===== config.mk =====
export PLATFORM = sky130hd
export DESIGN_NAME = ir_pulse_distance_decoder_flat
export DESIGN_NICKNAME = d
export VERILOG_FILES = /design/src/sv/ipd_pkg.sv /design/src/sv/ipd_edge_if.sv /design/src/sv/ipd_code_if.sv /design/src/sv/ir_pulse_distance_decoder.sv /design/src/sv/ipd_cfg.sv /design/src/sv/ipd_classify.sv /design/src/flat_wrapper.sv
export SDC_FILE = /design/constraint.sdc
export NUM_CORES = 1
export LEC_CHECK = 0
export BUFFER_PORTS_ARGS = -buffer_cell sky130_fd_sc_hd__buf_2
export CAP_MARGIN = 5
export CORE_MARGIN = 2
export CORE_UTILIZATION = 64
export DETAILED_ROUTE_END_ITERATION = 6
export PLACE_DENSITY = 0.94
export SYNTH_ARGS = -nofsm -noshare
export SYNTH_HDL_FRONTEND = slang
export SYNTH_SLANG_ARGS = --single-unit

===== constraint.sdc =====
create_clock -name clk_i -period 13.3 [get_ports clk_i]
set_input_delay 1.33 -clock clk_i [delete_from_list [all_inputs] [get_ports clk_i]]
set_output_delay 1.33 -clock clk_i [all_outputs]
set_load 0.1 [all_outputs]

===== src/sv/ipd_pkg.sv =====
package ipd_pkg;

  // Field widths
  localparam int unsigned TimeW  = 32;
  localparam int unsigned CodeW  = 32;
  localparam int unsigned WinW   = 16;
  localparam int unsigned CntW   = 6;
  localparam int unsigned DataW  = 32;
  localparam int unsigned AddrW  = 5;

  // Bits per frame, 1 to 32
  localparam int unsigned DataBits = 32;

  // Item kinds
  typedef enum logic {
    KindEdge  = 1'b0,
    KindRearm = 1'b1
  } kind_e;

  // Register indexes (word address)
  typedef enum logic [2:0] {
    RegOneMin    = 3'd0,
    RegOneMax    = 3'd1,
    RegZeroMin   = 3'd2,
    RegZeroMax   = 3'd3,
    RegRepeatMin = 3'd4,
    RegRepeatMax = 3'd5
  } reg_idx_e;

  // Reset values of the period windows, microseconds
  localparam logic [WinW-1:0] OneMinRst    = 16'd2000;
  localparam logic [WinW-1:0] OneMaxRst    = 16'd2500;
  localparam logic [WinW-1:0] ZeroMinRst   = 16'd900;
  localparam logic [WinW-1:0] ZeroMaxRst   = 16'd1400;
  localparam logic [WinW-1:0] RepeatMinRst = 16'd11000;
  localparam logic [WinW-1:0] RepeatMaxRst = 16'd11500;

  typedef struct packed {
    logic [WinW-1:0] one_min;
    logic [WinW-1:0] one_max;
    logic [WinW-1:0] zero_min;
    logic [WinW-1:0] zero_max;
    logic [WinW-1:0] repeat_min;
    logic [WinW-1:0] repeat_max;
  } cfg_t;

  // Window hits for one period
  typedef struct packed {
    logic hit_one;
    logic hit_zero;
    logic hit_repeat;
  } win_t;

endpackage


===== src/sv/ipd_edge_if.sv =====
interface ipd_edge_if;
  logic                        valid;
  logic                        ready;
  logic                        kind;
  logic [ipd_pkg::TimeW-1:0]   edge_time_us;

  modport source (output valid, output kind, output edge_time_us, input ready);
  modport sink   (input valid, input kind, input edge_time_us, output ready);
endinterface


===== src/sv/ipd_code_if.sv =====
interface ipd_code_if;
  logic                        valid;
  logic                        ready;
  logic [ipd_pkg::CodeW-1:0]   code;
  logic                        is_repeat;

  modport source (output valid, output code, output is_repeat, input ready);
  modport sink   (input valid, input code, input is_repeat, output ready);
endinterface


===== src/sv/ir_pulse_distance_decoder.sv =====
// Channel     Dir  Payload                        Beat
// edge_in_i   in   kind, edge_time_us             valid && ready
// code_out_o  out  code, is_repeat                valid && ready
// apb         in   6 x 16-bit period windows      psel && penable && pwrite
//
// One item per cycle while the result is not stalled: the beat lands in an input
// register, from which one subtract and three window compares update the state
// and load the result register.
// Reset clears the decode state and loads the default windows; no clearing pass.
// A stalled result blocks the input stage only when its item has a result.
module ir_pulse_distance_decoder (
  input  logic                        clk_i,
  input  logic                        rst_ni,
  ipd_edge_if.sink                    edge_in_i,
  ipd_code_if.source                  code_out_o,
  input  logic                        psel,
  input  logic                        penable,
  input  logic                        pwrite,
  input  logic [ipd_pkg::AddrW-1:0]   paddr,
  input  logic [ipd_pkg::DataW-1:0]   pwdata,
  output logic [ipd_pkg::DataW-1:0]   prdata,
  output logic                        pready
);
  import ipd_pkg::*;

  cfg_t              cfg;
  win_t              win;

  // Input stage
  logic              s1_valid_q, s1_valid_d;
  logic              s1_kind_q;
  logic [TimeW-1:0]  s1_time_q;

  // Decode state
  logic [TimeW-1:0]  last_q, last_d;
  logic [CodeW-1:0]  shift_q, shift_d;
  logic [CntW-1:0]   cnt_q, cnt_d;
  logic              proc_on_q, proc_on_d;

  // Result register
  logic              out_valid_q, out_valid_d;
  logic [CodeW-1:0]  out_code_q;
  logic              out_rep_q;

  logic [TimeW-1:0]  period;
  logic              is_edge, act, take_bit, rep, full, emit;
  logic [CntW-1:0]   cnt_next;
  logic              out_free, s1_adv, in_beat;

  ipd_cfg u_cfg (
    .clk_i   (clk_i),
    .rst_ni  (rst_ni),
    .psel    (psel),
    .penable (penable),
    .pwrite  (pwrite),
    .paddr   (paddr),
    .pwdata  (pwdata),
    .prdata  (prdata),
    .pready  (pready),
    .cfg_o   (cfg)
  );

  assign period = s1_time_q - last_q;

  ipd_classify u_classify (
    .period_i (period),
    .cfg_i    (cfg),
    .win_o    (win)
  );

  // Sort the period; the one window wins over zero, zero over repeat
  always_comb begin
    is_edge  = (s1_kind_q == KindEdge);
    act      = is_edge && proc_on_q;
    take_bit = win.hit_one || win.hit_zero;
    rep      = !take_bit && win.hit_repeat;
    cnt_next = take_bit ? cnt_q + CntW'(1) : cnt_q;
    full     = !rep && (cnt_next == CntW'(DataBits));
    emit     = act && (rep || full);
  end

  // Handshake: hold the input stage only when its result cannot be loaded
  assign out_free        = !out_valid_q || code_out_o.ready;
  assign s1_adv          = s1_valid_q && (!emit || out_free);
  assign edge_in_i.ready = !s1_valid_q || s1_adv;
  assign in_beat         = edge_in_i.valid && edge_in_i.ready;

  // Next decode state
  always_comb begin
    last_d    = last_q;
    shift_d   = shift_q;
    cnt_d     = cnt_q;
    proc_on_d = proc_on_q;
    if (s1_adv) begin
      if (!is_edge) begin
        proc_on_d = 1'b1;
      end else if (proc_on_q) begin
        last_d = s1_time_q;
        if (take_bit) begin
          shift_d = {shift_q[CodeW-2:0], win.hit_one};
        end
        if (rep || full) begin
          cnt_d     = '0;
          proc_on_d = 1'b0;
        end else begin
          cnt_d = cnt_next;
        end
      end
    end
  end

  assign s1_valid_d  = in_beat || (s1_valid_q && !s1_adv);

  always_comb begin
    out_valid_d = out_valid_q;
    if (s1_adv && emit) begin
      out_valid_d = 1'b1;
    end else if (code_out_o.ready) begin
      out_valid_d = 1'b0;
    end
  end

  // Control and state registers
  always_ff @(posedge clk_i or negedge rst_ni) begin
    if (!rst_ni) begin
      s1_valid_q  <= 1'b0;
      out_valid_q <= 1'b0;
      last_q      <= '0;
      shift_q     <= '0;
      cnt_q       <= '0;
      proc_on_q   <= 1'b1;
    end else begin
      s1_valid_q  <= s1_valid_d;
      out_valid_q <= out_valid_d;
      last_q      <= last_d;
      shift_q     <= shift_d;
      cnt_q       <= cnt_d;
      proc_on_q   <= proc_on_d;
    end
  end

  // Capture the input beat
  always_ff @(posedge clk_i) begin
    if (in_beat) begin
      s1_kind_q <= edge_in_i.kind;
      s1_time_q <= edge_in_i.edge_time_us;
    end
  end

  // Load the result
  always_ff @(posedge clk_i) begin
    if (s1_adv && emit) begin
      out_code_q <= shift_d;
      out_rep_q  <= rep;
    end
  end

  assign code_out_o.valid     = out_valid_q;
  assign code_out_o.code      = out_code_q;
  assign code_out_o.is_repeat = out_rep_q;

  // Emitting a result always stops processing
  a_emit_stops: assert property (@(posedge clk_i) disable iff (!rst_ni)
    s1_adv && emit |=> !proc_on_q)
    else $error("processing still on after a result");

  // Bit count never reaches the frame length between items
  a_cnt_range: assert property (@(posedge clk_i) disable iff (!rst_ni)
    cnt_q < CntW'(DataBits))
    else $error("bit count out of range");

  // An edge seen while stopped gives no result and keeps the edge time
  a_stopped_quiet: assert property (@(posedge clk_i) disable iff (!rst_ni)
    s1_adv && is_edge && !proc_on_q |-> !emit ##1 $stable(last_q))
    else $error("edge acted on while stopped");

endmodule


===== src/sv/ipd_cfg.sv =====
module ipd_cfg (
  input  logic                        clk_i,
  input  logic                        rst_ni,
  input  logic                        psel,
  input  logic                        penable,
  input  logic                        pwrite,
  input  logic [ipd_pkg::AddrW-1:0]   paddr,
  input  logic [ipd_pkg::DataW-1:0]   pwdata,
  output logic [ipd_pkg::DataW-1:0]   prdata,
  output logic                        pready,
  output ipd_pkg::cfg_t               cfg_o
);
  import ipd_pkg::*;

  cfg_t             cfg_q;
  cfg_t             cfg_d;
  logic [2:0]       idx;
  logic             wr_en;
  logic [WinW-1:0]  wval;
  logic [WinW-1:0]  rval;

  assign idx   = paddr[AddrW-1:2];
  assign wr_en = psel && penable && pwrite;
  assign wval  = pwdata[WinW-1:0];
  assign pready = 1'b1;

  // Decode the write beat
  always_comb begin
    cfg_d = cfg_q;
    if (wr_en) begin
      case (idx)
        RegOneMin:    cfg_d.one_min    = wval;
        RegOneMax:    cfg_d.one_max    = wval;
        RegZeroMin:   cfg_d.zero_min   = wval;
        RegZeroMax:   cfg_d.zero_max   = wval;
        RegRepeatMin: cfg_d.repeat_min = wval;
        RegRepeatMax: cfg_d.repeat_max = wval;
        default:      cfg_d = cfg_q;
      endcase
    end
  end

  always_ff @(posedge clk_i or negedge rst_ni) begin
    if (!rst_ni) begin
      cfg_q.one_min    <= OneMinRst;
      cfg_q.one_max    <= OneMaxRst;
      cfg_q.zero_min   <= ZeroMinRst;
      cfg_q.zero_max   <= ZeroMaxRst;
      cfg_q.repeat_min <= RepeatMinRst;
      cfg_q.repeat_max <= RepeatMaxRst;
    end else begin
      cfg_q <= cfg_d;
    end
  end

  // Read back
  always_comb begin
    case (idx)
      RegOneMin:    rval = cfg_q.one_min;
      RegOneMax:    rval = cfg_q.one_max;
      RegZeroMin:   rval = cfg_q.zero_min;
      RegZeroMax:   rval = cfg_q.zero_max;
      RegRepeatMin: rval = cfg_q.repeat_min;
      RegRepeatMax: rval = cfg_q.repeat_max;
      default:      rval = '0;
    endcase
  end

  assign prdata = {{(DataW-WinW){1'b0}}, rval};
  assign cfg_o  = cfg_q;

endmodule


===== src/sv/ipd_classify.sv =====
module ipd_classify (
  input  logic [ipd_pkg::TimeW-1:0] period_i,
  input  ipd_pkg::cfg_t             cfg_i,
  output ipd_pkg::win_t             win_o
);
  import ipd_pkg::*;

  // Inclusive window compares, zero-extended limits
  function automatic logic in_win(logic [TimeW-1:0] p, logic [WinW-1:0] lo,
                                  logic [WinW-1:0] hi);
    logic [TimeW-1:0] lo_x;
    logic [TimeW-1:0] hi_x;
    lo_x = {{(TimeW-WinW){1'b0}}, lo};
    hi_x = {{(TimeW-WinW){1'b0}}, hi};
    return (p >= lo_x) && (p <= hi_x);
  endfunction

  assign win_o.hit_one    = in_win(period_i, cfg_i.one_min, cfg_i.one_max);
  assign win_o.hit_zero   = in_win(period_i, cfg_i.zero_min, cfg_i.zero_max);
  assign win_o.hit_repeat = in_win(period_i, cfg_i.repeat_min, cfg_i.repeat_max);

endmodule

===== src/flat_wrapper.sv =====
// flat-port wrapper written by rule: the top's interface ports become plain ports
module ir_pulse_distance_decoder_flat import ipd_pkg::*;
  (clk_i, rst_ni, psel, penable, pwrite, paddr, pwdata, prdata, pready, edge_in_i_valid, edge_in_i_kind, edge_in_i_edge_time_us, edge_in_i_ready, code_out_o_valid, code_out_o_code, code_out_o_is_repeat, code_out_o_ready);
  ipd_edge_if edge_in_i_i ();
  ipd_code_if code_out_o_i ();
  input  logic clk_i;
  input  logic rst_ni;
  input  logic psel;
  input  logic penable;
  input  logic pwrite;
  input  logic [ipd_pkg::AddrW-1:0] paddr;
  input  logic [ipd_pkg::DataW-1:0] pwdata;
  output logic [ipd_pkg::DataW-1:0] prdata;
  output logic pready;
  input wire logic [$bits(edge_in_i_i.valid)-1:0] edge_in_i_valid;
  input wire logic [$bits(edge_in_i_i.kind)-1:0] edge_in_i_kind;
  input wire logic [$bits(edge_in_i_i.edge_time_us)-1:0] edge_in_i_edge_time_us;
  output wire logic [$bits(edge_in_i_i.ready)-1:0] edge_in_i_ready;
  output wire logic [$bits(code_out_o_i.valid)-1:0] code_out_o_valid;
  output wire logic [$bits(code_out_o_i.code)-1:0] code_out_o_code;
  output wire logic [$bits(code_out_o_i.is_repeat)-1:0] code_out_o_is_repeat;
  input wire logic [$bits(code_out_o_i.ready)-1:0] code_out_o_ready;
  assign edge_in_i_i.valid = edge_in_i_valid;
  assign edge_in_i_i.kind = edge_in_i_kind;
  assign edge_in_i_i.edge_time_us = edge_in_i_edge_time_us;
  assign edge_in_i_ready = edge_in_i_i.ready;
  assign code_out_o_valid = code_out_o_i.valid;
  assign code_out_o_code = code_out_o_i.code;
  assign code_out_o_is_repeat = code_out_o_i.is_repeat;
  assign code_out_o_i.ready = code_out_o_ready;
  ir_pulse_distance_decoder u_core (.clk_i(clk_i), .rst_ni(rst_ni), .edge_in_i(edge_in_i_i), .code_out_o(code_out_o_i), .psel(psel), .penable(penable), .pwrite(pwrite), .paddr(paddr), .pwdata(pwdata), .prdata(prdata), .pready(pready));
endmodule

* Word level (Yosys, flattened, before mapping) *
Index checks and enable logic that the tools add are counted.

cells by class
  add/sub/neg operators = 2
  order comparisons = 6
  equal/unequal tests = 6
  multiplexer cells = 12
  bitwise gates (word level) = 1
  reduce and logical (&&, ||, !) cells = 34

operator list
  kind                                                             count
  32-bit two-way mux                                               4
  32-bit by 16-bit greater-or-equal comparator with 1-bit output   3
  32-bit by 16-bit <= comparator with 1-bit output                 3
  16-bit one-hot mux with 6 select lines                           1
  32-bit subtractor                                                1
  1-bit logical AND                                                13
  6-bit two-way mux                                                2
  2-bit AND reduction                                              6
  6-bit by 1-bit adder with 6-bit output, second input constant    1
  3-bit by 2-bit == test with 1-bit output, second input constant  2
  3-bit == test, second input constant                             2
  6-bit == test, second input constant                             1
  1-bit zero test                                                  6
  1-bit logical OR                                                 6
  1-bit two-way mux                                                5
  3-bit by 1-bit == test with 1-bit output, second input constant  1
  3-bit zero test                                                  1
  3-bit AND reduction                                              1
  2-bit nonzero test                                               1
  1-bit inverter                                                   1

storage, ports and cells
  register bits after elaboration = 235
  input port bits = 77
  output and inout bits = 68
  logic and storage cells = 77

* Depth between registers and ports, before layout *
  depth in word-level cells = 16
  mapped depth = 24
  gate-level depth less buffers = 22

* Modules after synthesis *
Synthesis repeated with hierarchy kept, for this count alone.

unflattened totals
  cells, all modules = 1248
  area total of the unflattened synthesis = 13983.4 sq um

by module, submodules not included
  module                     instances  cells an instance  area an instance (sq um)  seq. area each (sq um)
  ir_pulse_distance_decoder  1          580                6806.5                    3809.9
  ipd_cfg                    1          335                4692.0                    2448.6
  ipd_classify               1          333                2484.9                    0.0

* Worst setup path after synthesis *
Ideal clock, no wire load.

  kind = flip-flop to flip-flop
  start = register u_core.s1_time_q[3]
  end = register u_core.s1_kind_q (enable)
  setup time = 0.474 ns
  arrival = 6.682 ns
  data required time = 12.826 ns
  setup slack = 6.144 ns
  stages on the path, launching flop included = 21
  path buffers = 0
  clock period less this slack = 7.156 ns
  cells stage by stage = edfxtp_1 > ha_1 > a21o_1 > a21oi_1 > nand2_1 > a31o_2 > a21o_1 > a21oi_1 > xnor2_1 > ha_1 > a21o_1 > nand3_1 > a21oi_1 > a2111oi_0 > a21oi_1 > o32ai_1 > and3_1 > nand2_1 > a22oi_1 > nor2_1 > a21boi_0

on the way
  longest elaborated chain between the ends = 15
  elaborated cells between the ends (all ways) = 24
  classes of those cells = 1 x add/sub; 6 x order compare; 1 x eq/ne; 1 x mux; 15 x reduce/logical

RTL lines
  element                                                                                                                 line                              source
  from (decl)                                                                                                             ir_pulse_distance_decoder.sv:32   logic [TimeW-1:0] s1_time_q;
  from (signal assigned)                                                                                                  ir_pulse_distance_decoder.sv:146  s1_time_q <= edge_in_i.edge_time_us;
  32-bit subtractor (*)                                                                                                   ir_pulse_distance_decoder.sv:63   assign period = s1_time_q - last_q;
  parallel branches: the longest is 7 deep, another holds 32-bit by 16-bit greater-or-equal comparator with 1-bit output  --
  1-bit logical OR (*)                                                                                                    ir_pulse_distance_decoder.sv:79   emit = act && (rep || full);
  1-bit logical AND (*)                                                                                                   ir_pulse_distance_decoder.sv:79
  1-bit zero test (*)                                                                                                     ir_pulse_distance_decoder.sv:84   assign s1_adv = s1_valid_q && (!emit || out_free);
  1-bit logical OR (*)                                                                                                    ir_pulse_distance_decoder.sv:84
  1-bit logical AND (*)                                                                                                   ir_pulse_distance_decoder.sv:84
  1-bit logical OR (*)                                                                                                    ir_pulse_distance_decoder.sv:85   assign edge_in_i.ready = !s1_valid_q || s1_adv;
  1-bit logical AND (*)                                                                                                   ir_pulse_distance_decoder.sv:86   assign in_beat = edge_in_i.valid && edge_in_i.ready;
  via u_core.in_beat                                                                                                      ir_pulse_distance_decoder.sv:48   logic out_free, s1_adv, in_beat;
  to (signal assigned)                                                                                                    ir_pulse_distance_decoder.sv:145  s1_kind_q <= edge_in_i.kind;
  to (decl)                                                                                                               ir_pulse_distance_decoder.sv:31   logic s1_kind_q;

Mark *: on every way through the listed nets, which the timed path passes.
A chain may end at the register's enable or synchronous reset.

* Worst setup path in the final report *
  start = register u_core.last_q[0]
  end = output edge_in_i_ready

on the way
  longest elaborated chain between the ends = 14
  elaborated cells between the ends (all ways) = 23
  classes of those cells = 1 x add/sub; 6 x order compare; 1 x eq/ne; 1 x mux; 14 x reduce/logical

RTL lines
  element                                                                                                                 line                              source
  from (decl)                                                                                                             ir_pulse_distance_decoder.sv:35   logic [TimeW-1:0] last_q, last_d;
  from (signal assigned)                                                                                                  ir_pulse_distance_decoder.sv:135  last_q <= last_d;
  32-bit subtractor (*)                                                                                                   ir_pulse_distance_decoder.sv:63
  parallel branches: the longest is 7 deep, another holds 32-bit by 16-bit greater-or-equal comparator with 1-bit output  --
  1-bit logical OR (*)                                                                                                    ir_pulse_distance_decoder.sv:79
  1-bit logical AND (*)                                                                                                   ir_pulse_distance_decoder.sv:79
  1-bit zero test (*)                                                                                                     ir_pulse_distance_decoder.sv:84
  1-bit logical OR (*)                                                                                                    ir_pulse_distance_decoder.sv:84
  1-bit logical AND (*)                                                                                                   ir_pulse_distance_decoder.sv:84
  1-bit logical OR (*)                                                                                                    ir_pulse_distance_decoder.sv:85
  to (decl)                                                                                                               flat_wrapper.sv:18                output wire logic [$bits(edge_in_i_i.ready)-1:0] edge_in_i_ready;

Every way passes the cells marked *.

==> results_dict.tcl <==
set metrics [dict create \
    hold-path-endpoint "u_core.last_q[25]" \
    postSynth.topFlopCell "sky130_fd_sc_hd__dfrtp_1" \
    synth_area_leaders "sky130_fd_sc_hd__dfrtp_1, sky130_fd_sc_hd__edfxtp_1, sky130_fd_sc_hd__ha_1" \
    hold_path_class "flop to flop" \
    cts_post_setup_buffers_inserted 0 \
    worst_ep_arrival_time_ns 6.45 \
    path_max_fanout 6 \
    highest-signal-layer "met4" \
    critical-path-top-delay-family "compound AO/OA/AOI/OAI gates" \
    cts_inserted_buffers 25 \
    finalMaxSlewViolations 0 \
    wl_met1_mm 13.6 \
    syn-cell-area_mm2 0.0134 \
    post-synth-top-count-cell "sky130_fd_sc_hd__nand2_1" \
    postSynthCellCount 1363 \
    row_count 52 \
    reg_to_reg_startpoint "u_core.last_q[0]" \
    cts.htree.levels 1 \
    status "completed" \
    top_level_ports 145 \
    core_region_area_mm2 0.0204 \
    final_wtd_congestion 0.988 \
    clock_insertion_delay_worst_skew_ns 0.55 \
    ctsLongestPathBuffers 3 \
    average_wire_length_per_cell_after_detail_routing_um 18.9 \
    final_nets 1676 \
    synth_top_cell_area_share 0.244 \
    yosysSeqAreaShare 0.466 \
    final-hold-violation-count 0 \
    tightestPinTransition_ns 1.08 \
    worstHoldPathCells 2 \
    critPathSlowestCell "sky130_fd_sc_hd__xor2_1" \
    seq_cells_post_synth 235 \
    post_drt_via_cell_ratio 6.15 \
    library_cells_used_by_synthesis 78 \
    total_wirelength_mm 33.3 \
    netlist.top_cell.by_area "sky130_fd_sc_hd__dfrtp_1" \
    grt_pass1_vias 10800 \
    avg_cell_area_syn_um2 9.85 \
    fin_ws_ns 5.52 \
    post_cts_resized 0 \
    detailedPlace.worstSlack_ns 6.24 \
    slew_headroom 0.279 \
    grt_setup_unrepaired "false" \
    initial_core_utilization 0.657 \
    antenna_nets_post_route 0 \
    worstSetupStartpointType "flop" \
    synth_edf_count 66 \
    tns_ns 0 \
    ff2ff_path_depth 18 \
    antennaDiodeCount 0 \
    asyncSetResetFlopFracSynth 0.719 \
    max_freq_mhz 129 \
    final-setup-viol-count 0 \
    crit_path_end_kind "output pin" \
    die_height_um 149 \
    final_layout_size_suffix_gt1_frac 0.175 \
    yosys_warn_count 0 \
    worst_hold_startpoint "u_core.s1_time_q[25]" \
    power_density_mw_per_mm2 175 \
    cts-root-buf "sky130_fd_sc_hd__clkbuf_16" \
    met3_wire_len_mm 2.93 \
    cts_hold_buf 0 \
    drcViolationCount 0 \
    cts.reportedPaths.clkPinSlew_ns 0.06 \
    grt_remaining_overflow 0 \
    first_pass_iters 6 \
    layout_min_cycle_time_ns 7.78 \
    grt_pass1_wl_mm 53.8 \
    r2r_setup_slack_ns 6.64 \
    dieArea_mm2 0.0222 \
    area_delta_synth_final_pct 12.2 \
    cp_num_buf_inv 1 \
    fin_skew_ns 0.0162 \
    drt_iter0_drc 972 \
    worstPathRequired_ns 11.97 \
    buffer_ports.inserted 109 \
    antenna_found_initial 0 \
    crit_type "flop to output pin" \
    post-route-util 0.738 \
    vdd_ir_drop_max_uv 125 \
    crit_path_cell_trace "ha_1 -> fa_1 -> nand2b_1 -> a21oi_2 -> o21ai_2 -> o21ai_1 -> xor2_1 -> ha_1 -> nand4_1 -> a21oi_1 -> a2111oi_0 -> a21oi_1 -> o32ai_1 -> and3_1 -> nand2_1 -> a22oi_1 -> nor2_1 -> nand2_1 -> buf_2" \
    wl_met2_mm 15.4 \
    clock_sink_count 235 \
    cp_slowest_stage_delay_ns 0.67 \
    synth_commonest_cells "sky130_fd_sc_hd__nand2_1, sky130_fd_sc_hd__o21ai_0, sky130_fd_sc_hd__inv_1" \
    vias 10800 \
    place.detailed.hpwl_mm 23.5 \
    cap_violations 0 \
    p_total_w 0.00264 \
    chipWidth_um 149 \
    grt_start_max_net_pins 95 \
    timing.final.crit_share 0.585 \
    clock_tree_from_tritoncts "built" \
    cellLeakagePower_nw 6.97 \
    regToRegEndpoint "u_core.s1_time_q[3]" \
    grtUsageTotal 0.303 \
]
-- stage by stage --
step	instances	area [µm²]	hold slack [ns]
CTS	1759	15100	0.498
global placement	1713	14200	0.467
floorplan	1378	13500	0.458
finish	1759	15100	0.493
global route	1759	15100	0.515
detailed placement	1713	14200	0.487
-- tightest hold or removal path, cell delays in order, from the launching register on --
cell	delay (ns)
sky130_fd_sc_hd__edfxtp_1	0.35
sky130_fd_sc_hd__nand2_1	0.05
sky130_fd_sc_hd__o21ai_1	0.06
-- worst max-delay path by stage --
stage | from | end | slack [ns] | cells after the start
after global placement | u_core.last_q[0] | edge_in_i_ready | 6.33 | 19
after global routing | u_core.last_q[0] | edge_in_i_ready | 5.21 | 19
after CTS | u_core.last_q[0] | edge_in_i_ready | 5.61 | 19
final | u_core.last_q[0] | edge_in_i_ready | 5.52 | 19
after detailed placement | u_core.last_q[0] | edge_in_i_ready | 6.24 | 19
after floorplan | u_core.s1_time_q[3] | u_core.s1_kind_q | 6.14 | 20
-- area by class of cell --
| type | count | area, µm² |
|---|---|---|
| multi-input cells | 946 | 6440 |
| well taps | 270 | 338 |
| fillers | 1394 | 5360 |
| flip-flops and latches | 235 | 6260 |
| inverters | 138 | 518 |
| clock inverters | 14 | 193 |
| clock buffers | 32 | 662 |
| repair buffers | 124 | 664 |
-- layout by cell type, fill, tap and decap left out, types with 6 or more instances in the layout --
master,instances
sky130_fd_sc_hd__nand2_1,191
sky130_fd_sc_hd__o21ai_0,145
sky130_fd_sc_hd__inv_1,137
sky130_fd_sc_hd__dfrtp_1,131
sky130_fd_sc_hd__ha_1,128
sky130_fd_sc_hd__buf_2,108
sky130_fd_sc_hd__a21oi_1,70
sky130_fd_sc_hd__edfxtp_1,66
sky130_fd_sc_hd__nor2_1,42
sky130_fd_sc_hd__dfstp_2,38
sky130_fd_sc_hd__mux2_2,37
sky130_fd_sc_hd__o21ai_1,36
sky130_fd_sc_hd__clkbuf_16,25
sky130_fd_sc_hd__a21o_1,20
sky130_fd_sc_hd__o221ai_1,18
sky130_fd_sc_hd__nand4_1,18
sky130_fd_sc_hd__nor2b_1,17
sky130_fd_sc_hd__conb_1,17
sky130_fd_sc_hd__a221oi_1,16
sky130_fd_sc_hd__buf_4,15
sky130_fd_sc_hd__xnor2_1,13
sky130_fd_sc_hd__nand3_1,12
sky130_fd_sc_hd__o211ai_1,12
sky130_fd_sc_hd__nor4_1,12
sky130_fd_sc_hd__nor3_1,11
sky130_fd_sc_hd__xor2_1,9
sky130_fd_sc_hd__a211oi_1,8
sky130_fd_sc_hd__nand2b_1,7
sky130_fd_sc_hd__a22oi_1,6
sky130_fd_sc_hd__o21a_1,6
sky130_fd_sc_hd__clkbuf_1,6
-- where the power goes --
part           switching (W)  leakage [nW]  total [W]  internal (W)
Combinational       0.000657          3.88    0.00101      0.000356
Sequential         0.0000449          2.68   0.000900      0.000855
Clock               0.000296         0.416   0.000728      0.000433
-- registers in the layout, indices dropped and copies added, names as in the netlist --
| register | flops |
|---|---|
| u_core.cnt_q | 6 |
| u_core.code_out_o.code | 32 |
| u_core.code_out_o.is_repeat | 1 |
| u_core.code_out_o.valid | 1 |
| u_core.last_q | 32 |
| u_core.proc_on_q | 1 |
| u_core.s1_kind_q | 1 |
| u_core.s1_time_q | 32 |
| u_core.s1_valid_q | 1 |
| u_core.shift_q | 32 |
| u_core.u_cfg.cfg_o | 96 |
-- cells by family (layout without fill, tap and decap cells) --
kind of cell               count (synthesis)  count (layout)  share of synthesized area
DFF                                      235             235                      0.466
buffers and inverters                    197             308                     0.0614
adders and majority gates                129             129                      0.121
xor gates and xnor gates                  22              22                     0.0143
AOI/OAI and AO/OA                        384             384                      0.177
and+or+nand+nor                          350             350                      0.123
muxes                                     44              44                     0.0370
other                                      2              17                   0.000559
-- layer usage --
metal | vias up | track usage
met1 | 5072 | 0.408
met4 | 0 | 0.111
met3 | 119 | 0.0523
met2 | 568 | 0.499
met5 | - | 0
li1 | 5062 | -
No activity file was read; power rests on OpenSTA's default activity.
